$ cat src/hw/rtl/pet_pkg.sv
// ----------------------------------------------------------------------------
// pet_pkg
// Shared widths and constants of the equidistant trigger placer.
// ----------------------------------------------------------------------------
`default_nettype none

package pet_pkg;

  localparam int unsigned CoordW = 24;  // vertex / trigger coordinate
  localparam int unsigned DistW  = 40;  // arc length
  localparam int unsigned IdxW   = 32;  // trigger index
  localparam int unsigned SpcW   = 24;  // spacing register
  localparam int unsigned LenW   = 25;  // rounded segment length
  localparam int unsigned MagW   = 25;  // magnitude of a coordinate delta
  localparam int unsigned SqW    = 50;  // sum of squares
  localparam int unsigned DvdW   = 52;  // divider dividend
  localparam int unsigned DvsW   = 26;  // divider divisor

  localparam logic [DistW-1:0] DistMax = {DistW{1'b1}};

  typedef logic signed [CoordW-1:0] coord_t;
  typedef logic        [DistW-1:0]  dist_t;

endpackage

`default_nettype wire

$ cat src/hw/rtl/pet_if.sv
// ----------------------------------------------------------------------------
// pet_if
// Valid/ready channels of the trigger placer: vertex in, trigger out, config.
// ----------------------------------------------------------------------------
`default_nettype none

interface pet_vertex_if;
  logic                valid;
  logic                ready;
  pet_pkg::coord_t     vertex_x;
  pet_pkg::coord_t     vertex_y;
  logic                path_start;
  modport source (output valid, vertex_x, vertex_y, path_start, input ready);
  modport sink   (input valid, vertex_x, vertex_y, path_start, output ready);
endinterface

interface pet_trigger_if;
  logic                valid;
  logic                ready;
  pet_pkg::coord_t     trigger_x;
  pet_pkg::coord_t     trigger_y;
  pet_pkg::dist_t      trig_dist;
  logic [31:0]         trigger_index;
  logic                last_of_vertex;
  logic                overrun;
  modport source (output valid, trigger_x, trigger_y, trig_dist,
                  trigger_index, last_of_vertex, overrun, input ready);
  modport sink   (input valid, trigger_x, trigger_y, trig_dist,
                  trigger_index, last_of_vertex, overrun, output ready);
endinterface

interface pet_cfg_if;
  logic        valid;
  logic        ready;
  logic [23:0] data;
  modport source (output valid, data, input ready);
  modport sink   (input valid, data, output ready);
endinterface

`default_nettype wire

$ cat src/hw/rtl/polyline_equidistant_trigger_placer.sv
// ----------------------------------------------------------------------------
// polyline_equidistant_trigger_placer
// Places triggers at equal arc-length spacing along a polyline.
// ----------------------------------------------------------------------------
// Usage:
//   vtx  : one word per polyline vertex (x, y in um, path_start flag).
//   trig : zero to MAX_PER_VERTEX words per vertex, one per trigger.
//   cfg  : trigger spacing in um (0 selects DEFAULT_SPACING); write only
//          while idle. Always ready.
// Flow:
//   A path-start vertex is handled in IDLE alone. Any other vertex goes
//   through the two squares and the 25-step square root, then the trigger
//   count division, then, per trigger, two 52-step divisions for x and y
//   interpolation on the one shared divider, plus multiply and emit.
//   vtx.ready is low while a vertex is in work.
// Reset: spacing returns to 10000 um, the walk is cleared, no vertex held.
// Stall: the last trigger sits in the output register; the block then takes
//   the next vertex but holds further triggers until trig.ready.
// ----------------------------------------------------------------------------
`default_nettype none

module polyline_equidistant_trigger_placer #(
  parameter int unsigned MAX_PER_VERTEX  = 64,
  parameter int unsigned DEFAULT_SPACING = 10000
) (
  input  wire logic   clk,
  input  wire logic   rst,
  pet_cfg_if.sink     cfg,
  pet_vertex_if.sink  vtx,
  pet_trigger_if.source trig
);
  import pet_pkg::*;

  localparam logic [SpcW-1:0] DefSpc   = SpcW'(DEFAULT_SPACING);
  localparam logic [SpcW-1:0] ResetSpc = SpcW'(10000);
  localparam logic [6:0]      MaxK     = 7'(MAX_PER_VERTEX);

  typedef enum logic [3:0] {
    IDLE, SQ1, SQ2, RT_GO, RT_WAIT, PLAN, DN_GO, DN_WAIT,
    MX, DX_GO, DX_WAIT, MY, DY_GO, DY_WAIT, EMIT
  } state_t;

  state_t          state;
  logic [SpcW-1:0] spacing;
  logic [SpcW-1:0] spc;
  coord_t          prev_x, prev_y, cur_x, cur_y;
  logic            have_previous;
  dist_t           walked_distance, next_target, end_r, seg_base, t;
  logic [IdxW-1:0] trigger_counter, idx;
  logic [MagW-1:0] magx, magy;
  logic            negx, negy;
  logic [SqW-1:0]  sq;
  logic [LenW-1:0] len;
  logic [DvdW-1:0] num;
  logic [6:0]      k, i;
  logic            over;
  coord_t          tx, ty;

  // datapath nets
  logic signed [CoordW:0] dx_c, dy_c;
  logic [MagW-1:0]  mul_a, mul_b;
  logic [SqW-1:0]   prod;
  logic [LenW-1:0]  off;
  dist_t            end_c;
  logic [DistW:0]   end_sum;
  logic             rt_start, rt_done;
  logic [LenW-1:0]  rt_root;
  logic [LenW+1:0]  rt_rem;
  logic             dv_start, dv_done;
  logic [DvdW-1:0]  dv_dvd, dv_q;
  logic [DvsW-1:0]  dv_dvs, dv_r;
  logic [LenW:0]    n_c;
  logic [DistW:0]   nt_sum;
  logic             neg_sel;
  logic signed [CoordW+1:0] interp_c;
  logic             out_free;

  assign spc      = (spacing != '0) ? spacing : DefSpc;
  assign cfg.ready = 1'b1;
  assign vtx.ready = (state == IDLE);
  assign out_free = !trig.valid || trig.ready;

  assign dx_c = {vtx.vertex_x[CoordW-1], vtx.vertex_x} - {prev_x[CoordW-1], prev_x};
  assign dy_c = {vtx.vertex_y[CoordW-1], vtx.vertex_y} - {prev_y[CoordW-1], prev_y};

  // shared multiplier
  assign off = LenW'(t - seg_base);
  always_comb begin
    unique case (state)
      SQ1:     begin mul_a = magx; mul_b = magx; end
      SQ2:     begin mul_a = magy; mul_b = magy; end
      MX:      begin mul_a = magx; mul_b = off;  end
      default: begin mul_a = magy; mul_b = off;  end
    endcase
  end
  assign prod = mul_a * mul_b;

  // end of segment, saturated
  assign end_sum = {1'b0, walked_distance} + (DistW+1)'(len);
  assign end_c   = end_sum[DistW] ? DistMax : end_sum[DistW-1:0];

  // square root unit
  assign rt_start = (state == RT_GO);
  pet_isqrt u_isqrt (
    .clk, .rst, .start(rt_start), .radicand(sq),
    .done(rt_done), .root(rt_root), .rem(rt_rem)
  );

  // shared divider: trigger count, then interpolation of x and y
  assign dv_start = (state == DN_GO) || (state == DX_GO) || (state == DY_GO);
  always_comb begin
    if (state == DN_GO) begin
      dv_dvd = DvdW'(end_r - next_target);
      dv_dvs = DvsW'(spc);
    end else begin
      dv_dvd = num;
      dv_dvs = {len, 1'b0};
    end
  end
  pet_div u_div (
    .clk, .rst, .start(dv_start), .dividend(dv_dvd), .divisor(dv_dvs),
    .done(dv_done), .quotient(dv_q), .remainder(dv_r)
  );

  assign n_c    = dv_q[LenW:0] + (LenW+1)'(1);
  assign nt_sum = {1'b0, end_r} - (DistW+1)'(dv_r) + (DistW+1)'(spc);

  // prev +/- rounded quotient
  assign neg_sel  = (state == DX_WAIT) ? negx : negy;
  always_comb begin
    if (state == DX_WAIT)
      interp_c = (CoordW+2)'(prev_x);
    else
      interp_c = (CoordW+2)'(prev_y);
    if (neg_sel)
      interp_c = interp_c - $signed({1'b0, dv_q[MagW-1:0]});
    else
      interp_c = interp_c + $signed({1'b0, dv_q[MagW-1:0]});
  end

  always_ff @(posedge clk) begin
    if (rst) begin
      state           <= IDLE;
      spacing         <= ResetSpc;
      prev_x          <= '0;
      prev_y          <= '0;
      walked_distance <= '0;
      next_target     <= DistW'(ResetSpc);
      trigger_counter <= '0;
      have_previous   <= 1'b0;
      trig.valid      <= 1'b0;
    end else begin
      if (cfg.valid) begin
        spacing <= cfg.data;
      end
      // output word valid: set on emit, cleared when taken
      if (state == EMIT && out_free) begin
        trig.valid <= 1'b1;
      end else if (trig.ready) begin
        trig.valid <= 1'b0;
      end

      unique case (state)
        IDLE: begin
          if (vtx.valid) begin
            cur_x <= vtx.vertex_x;
            cur_y <= vtx.vertex_y;
            if (vtx.path_start || !have_previous) begin
              prev_x          <= vtx.vertex_x;
              prev_y          <= vtx.vertex_y;
              walked_distance <= '0;
              next_target     <= DistW'(spc);
              trigger_counter <= '0;
              have_previous   <= 1'b1;
            end else begin
              negx  <= dx_c[CoordW];
              negy  <= dy_c[CoordW];
              magx  <= dx_c[CoordW] ? MagW'(-dx_c) : MagW'(dx_c);
              magy  <= dy_c[CoordW] ? MagW'(-dy_c) : MagW'(dy_c);
              state <= SQ1;
            end
          end
        end
        SQ1: begin
          sq    <= prod;
          state <= SQ2;
        end
        SQ2: begin
          sq    <= sq + prod;
          state <= RT_GO;
        end
        RT_GO: state <= RT_WAIT;
        RT_WAIT: begin
          if (rt_done) begin
            len   <= rt_root + LenW'(rt_rem > (LenW+2)'(rt_root));
            state <= PLAN;
          end
        end
        PLAN: begin
          if (len == '0 || walked_distance == DistMax) begin
            prev_x <= cur_x;
            prev_y <= cur_y;
            state  <= IDLE;
          end else begin
            walked_distance <= end_c;
            if (next_target <= end_c && next_target >= walked_distance) begin
              end_r    <= end_c;
              seg_base <= walked_distance;
              state    <= DN_GO;
            end else begin
              prev_x <= cur_x;
              prev_y <= cur_y;
              state  <= IDLE;
            end
          end
        end
        DN_GO: state <= DN_WAIT;
        DN_WAIT: begin
          if (dv_done) begin
            t               <= next_target;
            idx             <= trigger_counter;
            trigger_counter <= trigger_counter + IdxW'(n_c);
            next_target     <= nt_sum[DistW] ? DistMax : nt_sum[DistW-1:0];
            over            <= (n_c > (LenW+1)'(MaxK));
            k               <= (n_c > (LenW+1)'(MaxK)) ? MaxK : n_c[6:0];
            i               <= '0;
            state           <= MX;
          end
        end
        MX, MY: begin
          num   <= {prod, 1'b0} + DvdW'(len);
          state <= (state == MX) ? DX_GO : DY_GO;
        end
        DX_GO: state <= DX_WAIT;
        DY_GO: state <= DY_WAIT;
        DX_WAIT: begin
          if (dv_done) begin
            tx    <= interp_c[CoordW-1:0];
            state <= MY;
          end
        end
        DY_WAIT: begin
          if (dv_done) begin
            ty    <= interp_c[CoordW-1:0];
            state <= EMIT;
          end
        end
        EMIT: begin
          if (out_free) begin
            trig.trigger_x      <= tx;
            trig.trigger_y      <= ty;
            trig.trig_dist      <= t;
            trig.trigger_index  <= idx;
            trig.last_of_vertex <= (i + 7'd1 == k);
            trig.overrun        <= over;
            if (i + 7'd1 == k) begin
              prev_x <= cur_x;
              prev_y <= cur_y;
              state  <= IDLE;
            end else begin
              i     <= i + 7'd1;
              t     <= t + DistW'(spc);
              idx   <= idx + IdxW'(1);
              state <= MX;
            end
          end
        end
        default: state <= IDLE;
      endcase
    end
  end

endmodule

`default_nettype wire

$ cat src/hw/rtl/pet_isqrt.sv
// ----------------------------------------------------------------------------
// pet_isqrt
// Digit-by-digit integer square root, two radicand bits per cycle.
// ----------------------------------------------------------------------------
`default_nettype none

module pet_isqrt (
  input  wire logic                     clk,
  input  wire logic                     rst,
  input  wire logic                     start,
  input  wire logic [pet_pkg::SqW-1:0]  radicand,
  output logic                          done,
  output logic [pet_pkg::LenW-1:0]      root,
  output logic [pet_pkg::LenW+1:0]      rem
);
  import pet_pkg::*;

  localparam int unsigned Steps = SqW / 2;

  logic [SqW-1:0]  val;
  logic [4:0]      cnt;
  logic            busy;
  logic [LenW+2:0] cur;
  logic [LenW+2:0] trial;

  // one root digit per cycle
  assign cur   = {rem[LenW:0], val[SqW-1 -: 2]};
  assign trial = {1'b0, root, 2'b01};

  always_ff @(posedge clk) begin
    done <= 1'b0;
    if (rst) begin
      busy <= 1'b0;
    end else if (start) begin
      busy <= 1'b1;
      val  <= radicand;
      root <= '0;
      rem  <= '0;
      cnt  <= 5'(Steps - 1);
    end else if (busy) begin
      val <= {val[SqW-3:0], 2'b00};
      if (cur >= trial) begin
        rem  <= (LenW+2)'(cur - trial);
        root <= {root[LenW-2:0], 1'b1};
      end else begin
        rem  <= (LenW+2)'(cur);
        root <= {root[LenW-2:0], 1'b0};
      end
      if (cnt == '0) begin
        busy <= 1'b0;
        done <= 1'b1;
      end
      cnt <= cnt - 5'd1;
    end
  end

endmodule

`default_nettype wire

$ cat src/hw/rtl/pet_div.sv
// ----------------------------------------------------------------------------
// pet_div
// Restoring divider, one quotient bit per cycle, shared by all divisions.
// ----------------------------------------------------------------------------
`default_nettype none

module pet_div (
  input  wire logic                     clk,
  input  wire logic                     rst,
  input  wire logic                     start,
  input  wire logic [pet_pkg::DvdW-1:0] dividend,
  input  wire logic [pet_pkg::DvsW-1:0] divisor,
  output logic                          done,
  output logic [pet_pkg::DvdW-1:0]      quotient,
  output logic [pet_pkg::DvsW-1:0]      remainder
);
  import pet_pkg::*;

  logic [DvsW-1:0] dvs;
  logic [5:0]      cnt;
  logic            busy;
  logic [DvsW:0]   cur;

  // shift in the next dividend bit (held in the quotient register)
  assign cur = {remainder, quotient[DvdW-1]};

  always_ff @(posedge clk) begin
    done <= 1'b0;
    if (rst) begin
      busy <= 1'b0;
    end else if (start) begin
      busy      <= 1'b1;
      quotient  <= dividend;
      dvs       <= divisor;
      remainder <= '0;
      cnt       <= 6'(DvdW - 1);
    end else if (busy) begin
      if (cur >= {1'b0, dvs}) begin
        remainder <= DvsW'(cur - {1'b0, dvs});
        quotient  <= {quotient[DvdW-2:0], 1'b1};
      end else begin
        remainder <= cur[DvsW-1:0];
        quotient  <= {quotient[DvdW-2:0], 1'b0};
      end
      if (cnt == '0) begin
        busy <= 1'b0;
        done <= 1'b1;
      end
      cnt <= cnt - 6'd1;
    end
  end

endmodule

`default_nettype wire

$ cat src/flat_wrapper.sv
// flat-port wrapper written by rule: the top's interface ports become plain ports
module polyline_equidistant_trigger_placer_flat import pet_pkg::*;
#(
  parameter int unsigned MAX_PER_VERTEX  = 64,
  parameter int unsigned DEFAULT_SPACING = 10000
)
  (clk, rst, cfg_valid, cfg_data, cfg_ready, vtx_valid, vtx_vertex_x, vtx_vertex_y, vtx_path_start, vtx_ready, trig_valid, trig_trigger_x, trig_trigger_y, trig_trig_dist, trig_trigger_index, trig_last_of_vertex, trig_overrun, trig_ready);
  pet_cfg_if cfg_i ();
  pet_vertex_if vtx_i ();
  pet_trigger_if trig_i ();
  input  wire logic clk;
  input  wire logic rst;
  input wire logic [$bits(cfg_i.valid)-1:0] cfg_valid;
  input wire logic [$bits(cfg_i.data)-1:0] cfg_data;
  output wire logic [$bits(cfg_i.ready)-1:0] cfg_ready;
  input wire logic [$bits(vtx_i.valid)-1:0] vtx_valid;
  input wire logic [$bits(vtx_i.vertex_x)-1:0] vtx_vertex_x;
  input wire logic [$bits(vtx_i.vertex_y)-1:0] vtx_vertex_y;
  input wire logic [$bits(vtx_i.path_start)-1:0] vtx_path_start;
  output wire logic [$bits(vtx_i.ready)-1:0] vtx_ready;
  output wire logic [$bits(trig_i.valid)-1:0] trig_valid;
  output wire logic [$bits(trig_i.trigger_x)-1:0] trig_trigger_x;
  output wire logic [$bits(trig_i.trigger_y)-1:0] trig_trigger_y;
  output wire logic [$bits(trig_i.trig_dist)-1:0] trig_trig_dist;
  output wire logic [$bits(trig_i.trigger_index)-1:0] trig_trigger_index;
  output wire logic [$bits(trig_i.last_of_vertex)-1:0] trig_last_of_vertex;
  output wire logic [$bits(trig_i.overrun)-1:0] trig_overrun;
  input wire logic [$bits(trig_i.ready)-1:0] trig_ready;
  assign cfg_i.valid = cfg_valid;
  assign cfg_i.data = cfg_data;
  assign cfg_ready = cfg_i.ready;
  assign vtx_i.valid = vtx_valid;
  assign vtx_i.vertex_x = vtx_vertex_x;
  assign vtx_i.vertex_y = vtx_vertex_y;
  assign vtx_i.path_start = vtx_path_start;
  assign vtx_ready = vtx_i.ready;
  assign trig_valid = trig_i.valid;
  assign trig_trigger_x = trig_i.trigger_x;
  assign trig_trigger_y = trig_i.trigger_y;
  assign trig_trig_dist = trig_i.trig_dist;
  assign trig_trigger_index = trig_i.trigger_index;
  assign trig_last_of_vertex = trig_i.last_of_vertex;
  assign trig_overrun = trig_i.overrun;
  assign trig_i.ready = trig_ready;
  polyline_equidistant_trigger_placer #(.MAX_PER_VERTEX(MAX_PER_VERTEX), .DEFAULT_SPACING(DEFAULT_SPACING)) u_core (.clk(clk), .rst(rst), .cfg(cfg_i), .vtx(vtx_i), .trig(trig_i));
endmodule
$ cat config.mk
export PLATFORM = sky130hd
export DESIGN_NAME = polyline_equidistant_trigger_placer_flat
export DESIGN_NICKNAME = d
export VERILOG_FILES = /design/src/hw/rtl/pet_pkg.sv /design/src/hw/rtl/pet_if.sv /design/src/hw/rtl/polyline_equidistant_trigger_placer.sv /design/src/hw/rtl/pet_isqrt.sv /design/src/hw/rtl/pet_div.sv /design/src/flat_wrapper.sv
export SDC_FILE = /design/constraint.sdc
export NUM_CORES = 2
export LEC_CHECK = 0
export BUFFER_PORTS_ARGS = -buffer_cell sky130_fd_sc_hd__buf_2
export CAP_MARGIN = 20
export CORE_UTILIZATION = 45
export DETAILED_ROUTE_END_ITERATION = 10
export PLACE_DENSITY_LB_ADDON = 0.3
export SLEW_MARGIN = 20
export SYNTH_ARGS = -nofsm -noshare
export SYNTH_HDL_FRONTEND = slang
export SYNTH_HIERARCHICAL = 1
export SYNTH_SLANG_ARGS = --single-unit
$ cat constraint.sdc
create_clock -name clk -period 10.65 [get_ports clk]
set_input_delay 2.13 -clock clk [delete_from_list [all_inputs] [get_ports clk]]
set_output_delay 2.13 -clock clk [all_outputs]
set_load 0.01 [all_outputs]
# After elaboration in Yosys (flattened, before gate mapping)
# Index checks and enable logic that the tools add are counted.
word_totals:
  n_memories: 0
  inputBits: 78
  out_inout_bits: 125
  reg_bits: 960
  latch_bits: 0
  rom_bits: 0
  ramBits: 0
op_classes:
  bitwise: 5
  n_div: 0
  n_mul: 1
  shifts: 0
  n_addsub: 23
  order_cmp: 6
  eq_ne: 28
  mux: 86
  reduce_logical: 45
ops:
  columns: ["op", "n"]
  rows:
  - ["40-bit 2-to-1 mux", 11]
  - ["24-bit 2-to-1 mux", 18]
  - ["40-bit one-hot mux with 2 select lines", 3]
  - ["32-bit 2-to-1 mux", 6]
  - ["52-bit 2-to-1 mux", 3]
  - ["24-bit one-hot mux with 3 select lines", 2]
  - ["32-bit one-hot mux with 2 select lines", 2]
  - ["50-bit 2-to-1 mux", 2]
  - ["50-bit one-hot mux with 2 select lines", 1]
  - ["4-bit one-hot mux with 14 select lines", 1]
  - ["27-bit 2-to-1 mux", 2]
  - ["51-bit by 25-bit adder with 52-bit output", 1]
  - ["26-bit 2-to-1 mux", 2]
  - ["50-bit adder", 1]
  - ["25-bit by 25-bit multiplier with 50-bit output", 1]
  - ["25-bit 2-to-1 mux", 2]
  - ["25-bit negator", 2]
  - ["25-bit one-hot mux with 2 select lines", 1]
  - ["24-bit by 24-bit subtractor with 25-bit output", 2]
  - ["40-bit by 25-bit adder with 41-bit output", 1]
  - ["41-bit by 24-bit adder with 41-bit output", 1]
  - ["40-bit by 26-bit subtractor with 41-bit output", 1]
  - ["40-bit by 40-bit subtractor with 41-bit output", 1]
  - ["40-bit by 24-bit adder with 40-bit output", 1]
  - ["53 further kinds", 126]

# Logic depth before layout (Yosys ltp)
logic_depth:
  word_depth: 7
  ltp_mapped: 51

# By module
# The synthesis kept the hierarchy.
modules_own_cells:
  columns: ["mod", "area_per_inst_um2", "seq_area_each_um2", "n_inst", "cells_each"]
  rows:
  - ["polyline_equidistant_trigger_placer", 71767.6, 20289.5, 1, 7969]
  - ["pet_div", 6025.8, 3343.2, 1, 487]
  - ["pet_isqrt", 5876.9, 3253.1, 1, 485]

# Least setup slack after synthesis
# No wires, ideal clock.
synth_timing:
  path_type: "register -> register"
  startpoint: "reg u_core.t[0]"
  endpoint: "reg u_core.sq[48], data pin"
  setup_time_ps: 256
  required_time_ps: 10394
  path_stages_with_launch: 45
  path_slack_ps: -1132
  period_less_slack_ps: 11782
  arrival_time_ps: 11526
  path_buffers: 3
  path_cell_list: "edfxtp_1 inv_1 ha_1 fa_1 nor2b_1 o21ai_0 a21boi_0 o21ai_0 a211oi_1 o221ai_1 a2111oi_0 nor3_1 or4_1 o211a_1 clkbuf_1 nor2_1 fa_1 fa_1 [... 9 more ...] a21o_1 a21o_1 a21o_1 mux2i_1 nand3_1 nor3_1 ha_1 clkbuf_1 a21oi_1 nor2_1 a211oi_1 o21ai_0 nor2b_1 a211oi_1 o211ai_1 and4b_1 or4_1 a31o_2"
synth_via:
  elab_chain_cells: 5
synth_rtl:
  columns: ["element", "line_no", "text"]
  rows:
  - ["start, declared", "polyline_equidistant_trigger_placer.sv:48", "dist_t walked_distance, next_target, end_r, seg_base, t;"]
  - ["start signal, assigned", "polyline_equidistant_trigger_placer.sv:220", "t <= next_target;"]
  - ["start signal, assigned", "polyline_equidistant_trigger_placer.sv:262", "t <= t + DistW'(spc);"]
  - ["25-bit subtractor *", "polyline_equidistant_trigger_placer.sv:87", "assign off = LenW'(t - seg_base);"]
  - ["25-bit one-hot mux with 2 select lines *", "polyline_equidistant_trigger_placer.sv:89", "unique case (state)"]
  - ["25-bit by 25-bit multiplier with 50-bit output *", "polyline_equidistant_trigger_placer.sv:96", "assign prod = mul_a * mul_b;"]
  - ["50-bit adder", "polyline_equidistant_trigger_placer.sv:189", "sq <= sq + prod;"]
  - ["50-bit one-hot mux with 2 select lines *", "polyline_equidistant_trigger_placer.sv:163", "unique case (state)"]
  - ["end signal, assigned", "polyline_equidistant_trigger_placer.sv:185", "sq <= prod;"]
  - ["end signal, assigned", "polyline_equidistant_trigger_placer.sv:189", null]
  - ["end, declared", "polyline_equidistant_trigger_placer.sv:52", "logic [SqW-1:0] sq;"]
# Every way passes the cells marked *; elsewhere a longest branch is shown, timed or not.
# A chain may end at the register's enable or synchronous reset.

# Final worst setup path
layout_timing:
  startpoint: "reg u_core.seg_base[0]"
  endpoint: "reg u_core.sq[49], data pin"
layout_via:
  elab_chain_cells: 5
layout_rtl:
  columns: ["element", "line_no", "text"]
  rows:
  - ["start, declared", "polyline_equidistant_trigger_placer.sv:48", null]
  - ["start signal, assigned", "polyline_equidistant_trigger_placer.sv:208", "seg_base <= walked_distance;"]
  - ["25-bit subtractor *", "polyline_equidistant_trigger_placer.sv:87", null]
  - ["25-bit one-hot mux with 2 select lines *", "polyline_equidistant_trigger_placer.sv:89", null]
  - ["25-bit by 25-bit multiplier with 50-bit output *", "polyline_equidistant_trigger_placer.sv:96", null]
  - ["50-bit adder", "polyline_equidistant_trigger_placer.sv:189", null]
  - ["50-bit one-hot mux with 2 select lines *", "polyline_equidistant_trigger_placer.sv:163", null]
# Marked as above.

==> summary.txt <==
Die
  • Core area: 184000 um2
  • Standard-cell rows: roughly 160
  • Die Y: 433 um
  • IO Pins: between 200 and 250
  • Die ar.: approximately 190000 um2
  • Die Span X: roughly 430 um
  • Initial Util: 45.5%

Min path
  • Worst min path class: flop to flop

Critical path
  • Data required time at the worst endpoint: approximately 11000 ps
  • Worst Path Arrival: between 10000 and 15000 ps
  • Crit. End Element: flop
  • Crit start category: flop
  • Slowest CP cell: fa_1
  • Reg2Reg Setup Slack: -340 ps
  • Critical path's largest stage delay: 580 ps
  • CP most frequent cell: fa_1
  • Critical path class: flop to flop
  • CP Max Fanout: 5

Clocking
  • Clk Latency, worst-skew pair: 770 ps
  • H-tree levels: 3
  • Inserted Clock Buffers: roughly 110
  • CTS tree: built
  • # clock sinks: 960
  • CTS root buffer: clkbuf_16
  • Reg clk slew, reported paths: approximately 60 ps
  • Max Root-Sink Buffers: 3

Route
  • Routed vias: between 60000 and 70000
  • DRT Wirelength: between 200000 and 300000 um
  • Routed length per instance: 22.2 um
  • Post-route DRC: 0
  • First DRT Iteration DRCs: just over 6000
  • Drt pass-1 iters: 8
  • Routed Antenna Nets: 0
  • Vias/cell: ~5.7

Timing
  • Final WS setup: -337 ps
  • Pins Over Slew Limit: 0
  • F_max: just over 90 MHz
  • Endpoints failing hold: 0
  • Worst slew margin: between 10% and 20%
  • Final Critical Period: roughly 11000 ps
  • RSZ-0062 raised after global routing: yes
  • Final Cycle Share: 103%
  • Final setup vio count: 12
  • Final Skew: roughly 62 ps
  • Worst-Margin Slew: between 1000 and 1500 ps

Layout
  • Most common cell after layout, fill and taps aside: inv_1
  • Layout fillers: approximately 17000
  • Post-route cell area: ~98000 um2
  • Commonest cells after routing, fill and taps aside: 1096 x inv_1, 1002 x nand2_1, 766 x edfxtp_1
  • Ratio of cells with drive above 1 in the final layout: 16.8%
  • Area Overhead vs Synth: 17.2%
  • Nets: between 10000 and 15000

Logic synthesis
  • Dominant synthesized flop cell: edfxtp_1
  • Library cells used by synthesis: around 110
  • Net Count, Synth: about 10000
  • Sequential share of the synthesized area: 32.1%
  • Fraction of registers with async set/reset: 0%
  • Cell Area, Synth: between 80000 and 90000 um2
  • Number of synthesized flops with an enable pin: about 770
  • Mean Syn Cell Area: ~9.4 um2
  • Synthesis-stage register bit count: 960
  • Cells after synthesis: roughly 8900
  • Yosys warnings: 6

Outcome
  • Status: complete, but fails checks
  • Failing checks: negative setup slack

Placement
  • RePlAce Congestion: approximately 1.0
  • Placed Area: a little over 90000 um2
  • Post-DP HPWL: around 210000 um
  • Buffers on Ports: ~200

GRT
  • GR Layer Usage met2: a little under half
  • First-pass GRT wire length: approximately 410000 um
  • Met1 usage: between 30% and 40%
  • Pin count of the biggest net entering global routing: between 70 and 80
  • Most Crowded Layer GR: met2
  • M3 GR Usage: approximately 4.5%
  • Initial antenna violation count: 16
  • Grt total ovfl: 0
  • Total track usage: ~28%
  • Number of global-route vias before repair: a little under 70000

Flow run
  • MaxCap Viol Count: 0
[worst paths after layout]
| check | cells after the start | startpoint | to |
|---|---|---|---|
| worst max register to register | 45 | u_core/seg_base[0]$_DFFE_PP_ | u_core/sq[49]$_DFFE_PP_ |
| worst max-delay path | 45 | u_core/seg_base[0]$_DFFE_PP_ | u_core/sq[49]$_DFFE_PP_ |
| worst min register to register | 0 | u_core/ty[12]$_DFFE_PP_ | u_core/trig.trigger_y[12]$_DFFE_PP_ |
| worst min-delay path | 0 | u_core/ty[12]$_DFFE_PP_ | u_core/trig.trigger_y[12]$_DFFE_PP_ |
[through the flow]
stage               utilization (%)  std cells  TNS [ps]  hold WS [ps]  setup slack, ps
global route                   53.3      12200     -9970           418             -724
detailed placement             49.9      11900    -13140           405             -819
global placement               49.8      11900    -10040           405             -712
finish                         53.3      12200     -2390           411             -337
floorplan                         -       8941      -165           400             -165
CTS                            52.7      12100     -2140           408             -356
[synth_stat cells (all sizes together), types with 27 or more instances]
library cell  instances  area share, %
or2                  29           0.22
mux2                129            1.7
nor2b                73           0.55
o211ai               33           0.30
a21oi               471            2.8
nor3                130           0.80
nor4                 48           0.36
and3                 67           0.51
clkbuf              310            1.4
a21o                246            2.2
fa                  561             13
xor2                193            2.0
or3                  52           0.39
ha                  684             10
a31oi                51           0.38
o21ai               474            2.8
a211oi              116            1.1
and2                 75           0.56
edfxtp              766             27
o31ai                49           0.45
o21bai               47           0.42
a211o                27           0.28
mux2i               135            1.6
nand4                85           0.65
nand3               172            1.0
xnor2               352            3.7
inv                1123            5.0
a221oi               28           0.31
nand2b               71           0.53
a22oi                29           0.26
dfxtp               194            4.6
o21a                 75           0.67
buf                  35           0.21
nand2              1027            4.6
nor2                673            3.0
[logic make-up (layout without fill, tap and decap cells)]
family / count (synthesis) / count (layout) / share of synthesized area, %
fa+ha+maj: 1245 / 1245 / 23.7
mux: 264 / 264 / 3.35
simple gates: 2588 / 2588 / 14.1
compound gates: 1869 / 1869 / 14.4
buf+inv: 1469 / 2215 / 6.64
xor+xnor: 545 / 545 / 5.72
flops: 960 / 960 / 32.1
other cells: 1 / 3 / 0.00448
[sequential cells by signal, indices dropped and copies added, names as in the netlist, 27 cells and up]
| signal | cells |
|---|---|
| u_core/num | 52 |
| u_core/u_div/quotient | 52 |
| u_core/sq | 50 |
| u_core/u_isqrt/val | 50 |
| u_core/end_r | 40 |
| u_core/next_target | 40 |
| u_core/t | 40 |
| u_core/trig.trig_dist | 40 |
| u_core/walked_distance | 40 |
| u_core/idx | 32 |
| u_core/trig.trigger_index | 32 |
| u_core/trigger_counter | 32 |
| u_core/u_isqrt/rem | 27 |
[worst max-delay path: cells and delay by family, from the launching register on]
kind	cells	cell delay, ps
AO/OA/AOI/OAI	17	3290
XOR/XNOR	1	80
adder cells (fa/ha/maj)	11	4560
buffers and inverters	9	1120
flip-flops	1	410
multiplexers	2	330
AND/OR/NAND/NOR	5	890
[layer usage]
metal / wire length, um / vias up
met5: 80 / -
met4: 11700 / 10
met3: 19800 / 549
met2: 123000 / 2566
met1: 115000 / 33900
li1: - / 32100
[timing repair]
item	CTS	global route
resized for setup	244	189
endpoints found under the setup margin	31	55
endpoints found under the hold margin	0	0
setup buffers	43	49
pin swaps	181	193
cloned	1	0
hold buffers	0	0
[final cells by class]
cell class	count	area, um2	area share (%)
diodes	2	5.00	0.00510
clock buffers	128	2840	2.89
clock inverters	74	866	0.883
inverters	1124	4220	4.30
multi-input cells	6512	53600	54.6
flip-flops and latches	960	26900	27.4
well taps	2464	3080	3.14
repair buffers	889	6620	6.74
Power is not shown: default switching activity piles up to over one toggle a cycle in this logic, so the estimate is an artifact.
